`config.mk`:
```
export PLATFORM = sky130hd
export DESIGN_NAME = spf_cell
export DESIGN_NICKNAME = d
export VERILOG_FILES = /design/src/hdl/spf_pkg.sv /design/src/hdl/spf_cell.sv
export SDC_FILE = /design/constraint.sdc
export NUM_CORES = 1
export LEC_CHECK = 0
export CAP_MARGIN = 25
export CELL_PAD_IN_SITES_DETAIL_PLACEMENT = 0
export CELL_PAD_IN_SITES_GLOBAL_PLACEMENT = 2
export CORE_MARGIN = 4
export CORE_UTILIZATION = 36
export DETAILED_ROUTE_END_ITERATION = 7
export DONT_BUFFER_PORTS = 1
export PLACE_DENSITY = 0.79
export SYNTH_ARGS = -nofsm -noshare
export SYNTH_HDL_FRONTEND = slang
export SYNTH_SLANG_ARGS = --single-unit
```
`constraint.sdc`:
```
create_clock -name clk -period 4.25 [get_ports clk]
set_input_delay 0.2125 -clock clk [delete_from_list [all_inputs] [get_ports clk]]
set_output_delay 0.2125 -clock clk [all_outputs]
set_load 0.1 [all_outputs]
```
`src/hdl/spf_pkg.sv`:
```
// ----------------------------------------------------------------------------
// spf_pkg
// Shared widths, register indexes, defaults and the search token type for the
// slotted-page first-fit allocator.
// ----------------------------------------------------------------------------
package spf_pkg;

    // field widths
    localparam int DATA_W    = 16;   // byte offsets, lengths, block size
    localparam int PAGE_W    = 8;    // page index in a result
    localparam int SLOT_W    = 13;   // slot index in a result
    localparam int CNT_W     = 9;    // page count register
    localparam int CFG_IDX_W = 1;    // configuration register index
    localparam int CFG_W     = 16;   // configuration write data

    // parameter defaults
    localparam int MAX_PAGES_DEF    = 256;
    localparam int HEADER_BYTES_DEF = 8;
    localparam int SLOT_BYTES_DEF   = 8;

    // register reset values
    localparam logic [DATA_W-1:0] BLOCK_SIZE_RST = 16'd4096;
    localparam logic [CNT_W-1:0]  PAGE_COUNT_RST = 9'd256;

    // register indexes
    localparam logic [CFG_IDX_W-1:0] CFG_BLOCK_SIZE = 1'b0;
    localparam logic [CFG_IDX_W-1:0] CFG_PAGE_COUNT = 1'b1;

    // search token handed from cell to cell
    typedef struct packed {
        logic              valid;
        logic              placed;
        logic [DATA_W-1:0] len;
        logic [PAGE_W-1:0] page;
        logic [SLOT_W-1:0] slot;
        logic [DATA_W-1:0] slot_off;
        logic [DATA_W-1:0] data_off;
    } token_t;

endpackage

```
`src/hdl/spf_cell.sv`:
```
// ----------------------------------------------------------------------------
// spf_cell
// One page of the store: slot directory end, data start and slot count.
// Tests the passing search token for a fit, claims it, and forwards it.
// ----------------------------------------------------------------------------
module spf_cell #(
    parameter int HEADER_BYTES = spf_pkg::HEADER_BYTES_DEF,
    parameter int SLOT_BYTES   = spf_pkg::SLOT_BYTES_DEF,
    parameter int CELL_IDX     = 0,
    parameter int LIMIT_W      = spf_pkg::CNT_W
) (
    input  logic                       clk,
    input  logic                       rst_n,
    input  logic                       format,
    input  logic [spf_pkg::DATA_W-1:0] block_size,
    input  logic [LIMIT_W-1:0]         limit,
    input  spf_pkg::token_t            tok_in,
    output spf_pkg::token_t            tok_out
);

    localparam int SUM_W = spf_pkg::DATA_W + 2;

    logic [spf_pkg::DATA_W-1:0] slot_end_reg;
    logic [spf_pkg::DATA_W-1:0] data_start_reg;
    logic [spf_pkg::SLOT_W-1:0] slot_cnt_reg;
    spf_pkg::token_t            tok_reg;
    spf_pkg::token_t            tok_next;

    logic             in_range;
    logic [SUM_W-1:0] need;
    logic             fit;

    // fit test, computed without wrap
    assign in_range = LIMIT_W'(CELL_IDX) < limit;
    assign need     = SUM_W'(slot_end_reg) + SUM_W'(SLOT_BYTES) + SUM_W'(tok_in.len);
    assign fit      = tok_in.valid && !tok_in.placed && in_range
                      && (need <= SUM_W'(data_start_reg));

    // claim the token on a fit
    always_comb
    begin
        tok_next = tok_in;
        if (fit)
        begin
            tok_next.placed   = 1'b1;
            tok_next.page     = spf_pkg::PAGE_W'(CELL_IDX);
            tok_next.slot     = slot_cnt_reg;
            tok_next.slot_off = slot_end_reg;
            tok_next.data_off = data_start_reg - tok_in.len;
        end
    end

    // page pointers; format restores an empty page
    always_ff @(posedge clk or negedge rst_n)
    begin
        if (!rst_n)
        begin
            slot_end_reg   <= spf_pkg::DATA_W'(HEADER_BYTES);
            data_start_reg <= spf_pkg::BLOCK_SIZE_RST;
            slot_cnt_reg   <= '0;
        end
        else if (format)
        begin
            slot_end_reg   <= spf_pkg::DATA_W'(HEADER_BYTES);
            data_start_reg <= block_size;
            slot_cnt_reg   <= '0;
        end
        else if (fit)
        begin
            slot_end_reg   <= slot_end_reg + spf_pkg::DATA_W'(SLOT_BYTES);
            data_start_reg <= data_start_reg - tok_in.len;
            slot_cnt_reg   <= slot_cnt_reg + spf_pkg::SLOT_W'(1);
        end
    end

    // token stage to the next cell
    always_ff @(posedge clk or negedge rst_n)
    begin
        if (!rst_n)
        begin
            tok_reg.valid <= 1'b0;
        end
        else
        begin
            tok_reg <= tok_next;
        end
    end

    assign tok_out = tok_reg;

endmodule

```
==> results.ini, run 1 <==
[power]
combPwrFrac = 0.183
vdd_drop_max_mv = 0.274
power_frac_seq = 0.459
swShare = 0.359
p_int_uw = 2410
powerDensity_nw_per_um2 = 422
power_frac_clock = 0.358
switchingPower_uw = 1350
p_leak_uw = 0.00376

[die]
die-area_um2 = 21600
rows = 50
start_util = 0.369
fp.dieW_um = 147
ioPinCount = 170
core_area_um2 = 18800
die_height_um = 147

[run]
maxCapViolations = 0

[critical_path]
critPathMaxStageDelay_ps = 530
crit_fanout = 14
cp.required_ps = 4410
crit_chain = inv_2 > ha_4 > inv_2 > ha_4 > o21a_1 > o22ai_2 > o22ai_2 > a41o_1 > buf_4 > xor2_1 > ha_1 > nor2b_1 > o21ai_1 > a21oi_1 > a211oi_2 > o211ai_1 > nor2_2 > buf_12 > mux2_2
regToRegSetupSlack_ps = 100
start_kind = flop
r2r-start = slot_end_reg[3]$_DFFE_PN1P_
cp_slowest_cell = dfstp_2
path_class = reg2reg
end_kind = flop
cp_top_family = compound AO/OA/AOI/OAI gates
crit_arrival_ps = 4310
reg2reg_to = tok_out[30]$_DFFE_PP_
cp_num_buf_inv = 4
rr_worst_depth = 19

[global_routing]
grt_pass1_wl_um = 30700
grt_antenna_before_repair = 1
first_global_vias = 5679
grt_remaining_overflow = 0
grt_start_max_net_pins = 114
track_usage = 0.182

[yosys]
avgSynthCellArea_um2 = 10.5
syn_area_um2 = 6940
synth_warnings = 0
synth_area_leader_cell = edfxtp_1
yosys-top-cells-count = edfxtp_1 (70), ha_1 (62), o21ai_0 (48)
synth-main-ff-cell = edfxtp_1
synth_cell_types = 54
synth-edff-count = 70
ys_async_sr_fraction = 0.381
syn_inst = 661
synth_seq_cells = 113
synth_top_area_share = 0.303
post-synth-top-count-cell = edfxtp_1
yosys-top-cells-area = edfxtp_1 (30%), dfrtp_1 (15%), ha_1 (11%), mux2_2 (5.0%), o21ai_0 (3.5%)
ys_seq_area_frac = 0.458

[placed_design]
gp_congestion = 0.832
pre_cts_ws_ps = -215
place_area_um2 = 7440
dp_hpwl_um = 14000
io_buffers = 0

[sta]
finalClockSkew_ps = 19.3
post-route-period-util = 0.977
layout_min_cycle_time_ps = 4150
rsz0062_at_grt = true
maxSlewViolCount = 0
holdWs_ps = 7.79
setup_viol = 0
max_slew_margin = 0.369
final_hold_viol_count = 0
max_freq_ghz = 0.241
setup_ws_ps = 98.9
tightest_slew_ps = 948

[clock_network]
clk_pin_slew_ps = 60
clockBufferDepth = 2
cts.sinks = 113
cts-htree-levels = 4
root_buffer = clkbuf_16
cts_tree = done
clk_latency_ps = 430
numCtsBuffers = 17

[final_layout]
finalNetCount = 916
final_area_um2 = 8890
multi_input_area_um2 = 3650
antenna_cells = 0
drive_gt1_frac = 0.201
area_delta_synth_final_pct = 28.0
largest_reg_flops = 71
final-seq-area_um2 = 3180
fill_cells = 1744

[drt]
drt_iter0_markers = 369
drc_errors = 0
firstDrtPassIters = 4
detail_route.vias_per_cell = 5.45
wl_per_cell_um = 19.5
postRouteAntennaNets = 0
routed_wl_um = 20100
vias = 5600

[run_status]
status = complete, no violations

[hold_path]
hold_depth = 2
hp-class = in2reg
min_to = tok_out[6]$_DFFE_PP_
min_from = tok_in[6]

[worst reg2reg max path, delay by kind of cell (launching register included)]
kind,cells,cell delay [ps]
AO/OA/AOI/OAI,8,1450
adder cells (fa/ha/maj),3,640
flip-flops,1,530
buffers and inverters,4,440
AND/OR/NAND/NOR,2,360
multiplexers,1,350
XOR/XNOR,1,140
[through the flow]
stage	util	total power, µW	setup TNS [ps]	std cells
6_report	0.472	3750	0	1027
3_3_place_gp	0.395	2300	-579	926
2_1_floorplan	-	2150	0	663
4_1_cts	0.461	3740	0	1021
5_1_grt	0.472	3920	-859	1027
3_5_place_dp	0.395	2310	-2780	926
[layer usage]
metal  track usage  share of wire  routed length (µm)
met3        0.0515          0.059                1190
met1         0.231           0.43                8610
met4        0.0649          0.023                 453
met2         0.299           0.49                9800
met5             0        0.00065                  13
[cells by family after synthesis]
group                    count (synthesis)  share of synthesized area
other                                    1                   0.000540
AND/OR/NAND/NOR                        183                      0.142
adder cells (fa/ha/maj)                 63                      0.115
AO/OA/AOI/OAI                          174                      0.165
XOR/XNOR                                20                     0.0252
buffers and inverters                   75                     0.0422
multiplexers                            32                     0.0523
flip-flops                             113                      0.458
[how the worst max path moves through the flow]
stage	slack [ps]	endpoint	startpoint	depth (start not counted)
2_1_floorplan	10	tok_out[20]$_DFFE_PP_	slot_end_reg[6]$_DFFE_PN0P_	18
5_1_grt	-60	tok_out[27]$_DFFE_PP_	slot_end_reg[5]$_DFFE_PN0P_	18
3_5_place_dp	-210	tok_out[19]$_DFFE_PP_	slot_end_reg[6]$_DFFE_PN0P_	19
4_1_cts	6	data_start_reg[12]$_DFFE_PN1P_	slot_end_reg[3]$_DFFE_PN1P_	19
3_3_place_gp	-170	tok_out[19]$_DFFE_PP_	slot_end_reg[6]$_DFFE_PN0P_	19
6_report	100	tok_out[30]$_DFFE_PP_	slot_end_reg[3]$_DFFE_PN1P_	19
[power groups by stage]
stage | Clock (µW) | Sequential (µW) | Combinational [µW]
global placement | 0 | 1740 | 554
finish | 1340 | 1720 | 688
CTS | 1370 | 1720 | 650
floorplan | 0 | 1730 | 424
detailed placement | 0 | 1740 | 564
global route | 1430 | 1730 | 763
[what timing repair did]
item	4_1_cts	5_1_grt
resized for setup	8	36
buffers inserted	2	0
hold endpoints to repair	191	6
endpoints found under the setup margin	41	81
hold buffers	61	6
pin swaps	10	22
[cell type report]
class | instances | area share
Sequential cell | 113 | 0.358
Tap cell | 260 | 0.0366
Clock buffer | 22 | 0.0545
Clock inverter | 10 | 0.00887
Multi-Input combinational cell | 475 | 0.411
Inverter | 44 | 0.0186
Timing Repair Buffer | 103 | 0.113
[placed cells by master (no fill, tap or decap), drive strengths merged, types with 20 or more instances in the layout]
master       netlist  final
edfxtp            70     70
a21oi             32     32
nand3             24     24
ha                62     62
clkbuf            23     22
nand2             28     28
nor2              34     34
mux2              31     31
dlygate4sd3        0     65
o21ai             48     48
o311ai            20     20
inv               44     45
dfrtp             41     41
buf                8     38
Power figures use the tool's default switching activity.
==> inputs of run 2 (changes only) <==
--- a/config.mk
+++ b/config.mk
@@ -8,6 +8,7 @@
 export CAP_MARGIN = 25
 export CELL_PAD_IN_SITES_DETAIL_PLACEMENT = 0
 export CELL_PAD_IN_SITES_GLOBAL_PLACEMENT = 2
+export CORE_ASPECT_RATIO = 1.75
 export CORE_MARGIN = 4
 export CORE_UTILIZATION = 36
 export DETAILED_ROUTE_END_ITERATION = 7
==> run 2 against run 1 <==
Clock power grew 8%. Non-clock buffer count grew 26. Utilization grew 1.3 points. Critical path type unchanged. Critical endpoint is now tok_out[24]$_DFFE_PP_.
==> results.ini, run 2 (synthesis gave the netlist of run 1 again) <==
[die]
rows = 67  ; was 50
die_height_um = 192  ; was 147 µm
core_area_um2 = 19000  ; was 18800 µm²
start_util = 0.365  ; was 0.369
fp.dieW_um = 113  ; was 147 µm
die-area_um2 = 21700  ; was 21600 µm²
ioPinCount = 170  ; unchanged

[critical_path]
end_kind = flop  ; unchanged
crit_fanout = 5  ; was 14
critPathMaxStageDelay_ps = 530  ; about the same
start_kind = flop  ; unchanged
cp_slowest_cell = dfstp_2  ; unchanged
crit_chain = inv_2 > ha_4 > inv_4 > ha_4 > o21a_1 > o22ai_4 > o22ai_2 > a41o_1 > a21o_1 > a21oi_2 > xnor2_1 > ha_1 > o21ai_2 > a21oi_2 > a211oi_2 > o211ai_1 > nor2_2 > buf_6 > buf_6 > mux2_2  ; was inv_2 > ha_4 > inv_2 > ha_4 > o21a_1 > o22ai_2 > o22ai_2 > a41o_1 > buf_4 > xor2_1 > ha_1 > nor2b_1 > o21ai_1 > a21oi_1 > a211oi_2 > o211ai_1 > nor2_2 > buf_12 > mux2_2
crit_arrival_ps = 4390  ; was 4310 ps
path_class = reg2reg  ; unchanged
cp.required_ps = 4420  ; was 4410 ps
rr_worst_depth = 20  ; was 19

[global_routing]
grt_pass1_wl_um = 32800  ; was 30700 µm
grt_start_max_net_pins = 114  ; unchanged
grt_antenna_before_repair = 0  ; was 1
track_usage = 0.200  ; was 0.182
first_global_vias = 5881  ; was 5679
grt_remaining_overflow = 0  ; unchanged

[sta]
max_slew_margin = 0.353  ; was 0.369
rsz0062_at_grt = true  ; unchanged
max_freq_ghz = 0.237  ; was 0.241 GHz
setup_ws_ps = 34.3  ; was 98.9 ps
setup_viol = 0  ; unchanged
finalClockSkew_ps = 11.4  ; was 19.3 ps
maxSlewViolCount = 0  ; unchanged
post-route-period-util = 0.992  ; was 0.977
tightest_slew_ps = 973  ; was 948 ps
final_hold_viol_count = 0  ; unchanged
layout_min_cycle_time_ps = 4220  ; was 4150 ps

[hold_path]
hold_depth = 1  ; was 2
hp-class = in2reg  ; unchanged

[drt]
wl_per_cell_um = 21.4  ; was 19.5 µm
vias = 5724  ; was 5600
drc_errors = 0  ; unchanged
drt_iter0_markers = 296  ; was 369
detail_route.vias_per_cell = 5.54  ; was 5.45
firstDrtPassIters = 5  ; was 4
postRouteAntennaNets = 0  ; unchanged
routed_wl_um = 22100  ; was 20100 µm

[placed_design]
gp_congestion = 0.861  ; was 0.832
place_area_um2 = 7510  ; was 7440 µm²
io_buffers = 0  ; unchanged
dp_hpwl_um = 15400  ; was 14000 µm
pre_cts_ws_ps = -107  ; was -215 ps

[run_status]
status = complete, no violations  ; unchanged

[power]
vdd_drop_max_mv = 0.224  ; was 0.274 mV
powerDensity_nw_per_um2 = 427  ; was 422 nW/µm²
p_leak_uw = 0.00395  ; was 0.00376 µW

[clock_network]
cts-htree-levels = 4  ; unchanged
root_buffer = clkbuf_16  ; unchanged
numCtsBuffers = 17  ; unchanged
clk_pin_slew_ps = 60  ; about the same
cts_tree = done  ; unchanged
clk_latency_ps = 430  ; about the same
clockBufferDepth = 2  ; unchanged
cts.sinks = 113  ; unchanged

[final_layout]
final_area_um2 = 9230  ; was 8890 µm²
fill_cells = 1758  ; was 1744
area_delta_synth_final_pct = 32.9  ; was 28.0%
largest_reg_flops = 71  ; unchanged
drive_gt1_frac = 0.217  ; was 0.201
final_cell_mix = dlygate4sd3_1 (72), edfxtp_1 (70), ha_1 (55)  ; was edfxtp_1 (70), dlygate4sd3_1 (65), ha_1 (55)
final_common_cell = dlygate4sd3_1  ; was edfxtp_1
finalNetCount = 942  ; was 916
antenna_cells = 0  ; unchanged

[run]
maxCapViolations = 0  ; unchanged

## run 2: cell count changes in the layout (fill, tap and decap cells not counted), moves of 3 or more
cell           change
clkinvlp_4         -3
buf_4             +12
mux2_2             -8
mux2_4             +8
buf_6              +3
dlygate4sd3_1      +7
clkbuf_8           -4
inv_6              +3
## run 2: final cells by class
cell class | count | area (µm²) | share of cell area
multi-input combinational | 475 | 3710 | 0.402
sequential | 113 | 3180 | 0.345
timing repair buffer | 129 | 1260 | 0.137
clock buffer | 17 | 425 | 0.0461
tap | 241 | 302 | 0.0327
clock inverter | 15 | 176 | 0.0191
inverter | 44 | 168 | 0.0182
## run 2: routing by layer
metal,up-vias,share of wire,track usage
li1,2716,-,-
met1,2793,0.35,0.205
met2,161,0.56,0.374
met3,54,0.039,0.0369
met4,0,0.053,0.117
met5,-,0,0
## run 2: worst paths after layout
| kind | from | endpoint | slack, ps |
|---|---|---|---|
| setup / recovery | slot_end_reg[3]$_DFFE_PN1P_ | tok_out[24]$_DFFE_PP_ | 30 |
| hold / removal | tok_in[15] | tok_out[15]$_DFFE_PP_ | 10 |
| setup reg to reg | slot_end_reg[3]$_DFFE_PN1P_ | tok_out[24]$_DFFE_PP_ | 30 |
| hold reg to reg | slot_cnt_reg[10]$_DFFE_PN0P_ | slot_cnt_reg[10]$_DFFE_PN0P_ | 580 |
| max in group asynchronous | rst_n | slot_end_reg[6]$_DFFE_PN0P_ | 3340 |
| min in group asynchronous | rst_n | slot_cnt_reg[7]$_DFFE_PN0P_ | 450 |
## run 2: worst max-delay path, delay by kind of cell (launching register included)
family | cells | cell delay [ps]
multiplexers | 1 | 340
XOR/XNOR | 1 | 90
AND/OR/NAND/NOR | 1 | 200
buffers and inverters | 4 | 410
flip-flops | 1 | 530
adder cells (fa/ha/maj) | 3 | 690
AO/OA/AOI/OAI | 10 | 1680
## run 2: metrics by stage
| stage | setup TNS (ps) | power [µW] | utilization | cells | hold WS (ps) |
|---|---|---|---|---|---|
| 6_report | 0 | 3940 | 0.485 | 1034 | 10.3 |
| 3_5_place_dp | -1030 | 2330 | 0.395 | 917 | -79.8 |
| 2_1_floorplan | 0 | 2150 | - | 663 | -83.1 |
| 5_1_grt | -1950 | 4100 | 0.485 | 1034 | 0.875 |
| 3_3_place_gp | -1390 | 2320 | 0.395 | 917 | -77.9 |
| 4_1_cts | 0 | 3910 | 0.471 | 1025 | 0.693 |
## run 2: power by group
part           total (µW)  internal, µW  switching (µW)  leakage (µW)
logic                 759           365             394       0.00241
clock network        1450           878             576      0.000292
registers            1720          1270             449       0.00125
## run 2: timing repair
action,CTS,global route
setup endpoints to repair,38,95
pin swaps,5,27
hold buffers,72,2
setup buffers,3,6
endpoints found under the hold margin,202,2
gates resized for setup,12,47
cloned,1,3
==> inputs of run 3 (changes only) <==
--- a/config.mk
+++ b/config.mk
@@ -5,15 +5,15 @@
 export SDC_FILE = /design/constraint.sdc
 export NUM_CORES = 1
 export LEC_CHECK = 0
+export BUFFER_PORTS_ARGS = -buffer_cell sky130_fd_sc_hd__buf_2
 export CAP_MARGIN = 25
 export CELL_PAD_IN_SITES_DETAIL_PLACEMENT = 0
 export CELL_PAD_IN_SITES_GLOBAL_PLACEMENT = 2
 export CORE_ASPECT_RATIO = 1.75
 export CORE_MARGIN = 4
-export CORE_UTILIZATION = 36
+export CORE_UTILIZATION = 31
 export DETAILED_ROUTE_END_ITERATION = 7
-export DONT_BUFFER_PORTS = 1
-export PLACE_DENSITY = 0.79
+export PLACE_DENSITY = 0.81
 export SYNTH_ARGS = -nofsm -noshare
 export SYNTH_HDL_FRONTEND = slang
 export SYNTH_SLANG_ARGS = --single-unit
==> run 3 against run 2 <==
Die area grew 15%. Critical path depth is the same. First-iteration DRC count is 13% higher. Cell area is 1.9% higher. Non-clock buffer count is 98 higher. Worst hold slack better by 12 ps. Maximum frequency rose by 2.9%. Routed wire length grew 1.5%. Global-route usage shrank 2.3 points. Sequential share of layout area shrank 0.65 points. Highest routed layer unchanged.
==> results.ini, run 3 (synthesis gave the netlist of run 1 again) <==
[run_status]
status = complete, no violations  ; unchanged

[critical_path]
rr_worst_depth = 20  ; unchanged
path_class = reg2reg  ; unchanged
cp.required_ps = 4540  ; was 4420 ps
end_kind = flop  ; unchanged
crit_fanout = 7  ; was 5
cp_slowest_cell = dfrtp_1  ; was dfstp_2
crit_cells = 20  ; unchanged
crit_top_cell = ha_1
critPathMaxStageDelay_ps = 400  ; was 530 ps
start_kind = flop  ; unchanged
crit_arrival_ps = 4390  ; about the same
cp_num_buf_inv = 3  ; was 4
crit_chain = ha_1 > ha_1 > a2111oi_4 > o21ai_2 > nand2_1 > o211ai_1 > a21o_1 > a21o_1 > a21oi_2 > xnor2_2 > ha_1 > nand2_1 > nor2_2 > and4b_1 > o211ai_1 > buf_4 > buf_12 > buf_4 > o311ai_0 > o31ai_1  ; was inv_2 > ha_4 > inv_4 > ha_4 > o21a_1 > o22ai_4 > o22ai_2 > a41o_1 > a21o_1 > a21oi_2 > xnor2_1 > ha_1 > o21ai_2 > a21oi_2 > a211oi_2 > o211ai_1 > nor2_2 > buf_6 > buf_6 > mux2_2
cp_top_family = compound AO/OA/AOI/OAI gates  ; unchanged

[final_layout]
fin_util = 0.426  ; was 0.485
final_area_um2 = 9400  ; was 9230 µm²
finalNetCount = 1040  ; was 942
final_cell_mix = buf_2 (168), edfxtp_1 (70), ha_1 (54)  ; was dlygate4sd3_1 (72), edfxtp_1 (70), ha_1 (55)
area_delta_synth_final_pct = 35.4  ; was 32.9%
final-seq-area_um2 = 3180  ; unchanged
final_common_cell = buf_2  ; was dlygate4sd3_1
largest_reg_flops = 71  ; unchanged
multi_input_area_um2 = 3690  ; was 3710 µm²
drive_gt1_frac = 0.383  ; was 0.217
fill_cells = 2152  ; was 1758

[die]
core_area_um2 = 22100  ; was 19000 µm²
start_util = 0.315  ; was 0.365
ioPinCount = 170  ; unchanged
rows = 72  ; was 67
die-area_um2 = 24900  ; was 21700 µm²
die_height_um = 206  ; was 192 µm
fp.dieW_um = 121  ; was 113 µm

[clock_network]
root_buffer = clkbuf_16  ; unchanged
cts.sinks = 113  ; unchanged
clockBufferDepth = 2  ; unchanged
cts-htree-levels = 4  ; unchanged
cts_tree = done  ; unchanged
clk_latency_ps = 430  ; about the same
clk_pin_slew_ps = 50  ; was 60 ps
numCtsBuffers = 17  ; unchanged

[drt]
firstDrtPassIters = 5  ; unchanged
postRouteAntennaNets = 0  ; unchanged
wl_per_cell_um = 18.9  ; was 21.4 µm
routed_wl_um = 22400  ; was 22100 µm
drc_errors = 0  ; unchanged
detail_route.vias_per_cell = 5.01  ; was 5.54
drt_iter0_markers = 335  ; was 296
vias = 5953  ; was 5724

[run]
maxCapViolations = 0  ; unchanged

[sta]
holdWs_ps = 22.2  ; was 10.3 ps
post-route-period-util = 0.964  ; was 0.992
tightest_slew_ps = 854  ; was 973 ps
max_freq_ghz = 0.244  ; was 0.237 GHz
rsz0062_at_grt = true  ; unchanged
max_slew_margin = 0.431  ; was 0.353
finalClockSkew_ps = 6.38  ; was 11.4 ps
setup_viol = 0  ; unchanged
maxSlewViolCount = 0  ; unchanged
final_hold_viol_count = 0  ; unchanged
layout_min_cycle_time_ps = 4100  ; was 4220 ps

[hold_path]
hp-class = in2reg  ; unchanged
hold_depth = 1  ; unchanged

[global_routing]
grt_remaining_overflow = 0  ; unchanged
track_usage = 0.178  ; was 0.200
grt_antenna_before_repair = 2  ; was 0
grt_pass1_wl_um = 33400  ; was 32800 µm
grt_start_max_net_pins = 73  ; was 114
first_global_vias = 6087  ; was 5881

[power]
powerDensity_nw_per_um2 = 413  ; was 427 nW/µm²
vdd_drop_max_mv = 0.217  ; was 0.224 mV
p_leak_uw = 0.00428  ; was 0.00395 µW
power_frac_seq = 0.335  ; was 0.438
power_frac_clock = 0.360  ; was 0.369
totalPowerFinal_uw = 3890  ; was 3940 µW
switchingPower_uw = 1390  ; was 1420 µW
swShare = 0.358  ; was 0.361
combPwrFrac = 0.305  ; was 0.193
p_int_uw = 2500  ; was 2520 µW

[placed_design]
place_area_um2 = 8430  ; was 7510 µm²
io_buffers = 169  ; was 0
dp_hpwl_um = 16600  ; was 15400 µm
gp_congestion = 0.782  ; was 0.861

==> run 3: per-layer routing <==
layer,vias up,GRT usage,wire (µm)
met2,121,0.345,12900
met1,2880,0.179,7920
met3,38,0.0337,790
met5,-,0,0
met4,0,0.0837,818
li1,2914,-,-
==> run 3: through the flow <==
step | worst slack (ps) | TNS, ps | cells
after detailed placement | -132 | -2380 | 1139
after global routing | -46.1 | -675 | 1189
after CTS | 11.4 | 0 | 1182
after floorplan | 13.5 | 0 | 663
after global placement | -118 | -1800 | 1139
final | 153 | 0 | 1189
==> run 3: repair_timing <==
item	4_1_cts	5_1_grt
gates resized for setup	12	33
hold buffers	4	0
buffers inserted	6	3
hold endpoints to repair	25	0
cloned	1	1
setup endpoints to repair	57	77
pin swaps	10	23
==> run 3: worst paths after layout <==
check                                                from                              to  slack [ps]
min in group asynchronous                           rst_n     slot_cnt_reg[0]$_DFFE_PN0P_         390
setup reg to reg              slot_end_reg[7]$_DFFE_PN0P_     slot_cnt_reg[5]$_DFFE_PN0P_         150
hold / removal                                 tok_in[53]           tok_out[53]$_DFFE_PP_          20
max in group asynchronous                           rst_n     slot_end_reg[3]$_DFFE_PN1P_        3240
hold reg to reg            data_start_reg[12]$_DFFE_PN1P_  data_start_reg[12]$_DFFE_PN1P_         550
setup / recovery              slot_end_reg[7]$_DFFE_PN0P_     slot_cnt_reg[5]$_DFFE_PN0P_         150
==> run 3: area by class of cell <==
type                       count  area share
timing repair buffer         227       0.151
multi-input combinational    475       0.393
antenna                        2    0.000532
sequential                   113       0.338
inverter                      44      0.0176
clock inverter                15      0.0152
clock buffer                  17      0.0452
tap                          296      0.0394
==> run 3: power groups by stage <==
stage | registers, µW | clock network [µW] | logic [µW]
after floorplan | 1730 | 0 | 424
after global placement | 1320 | 0 | 1120
after detailed placement | 1330 | 0 | 1130
after CTS | 1300 | 1440 | 1160
after global routing | 1310 | 1480 | 1280
final | 1300 | 1400 | 1190
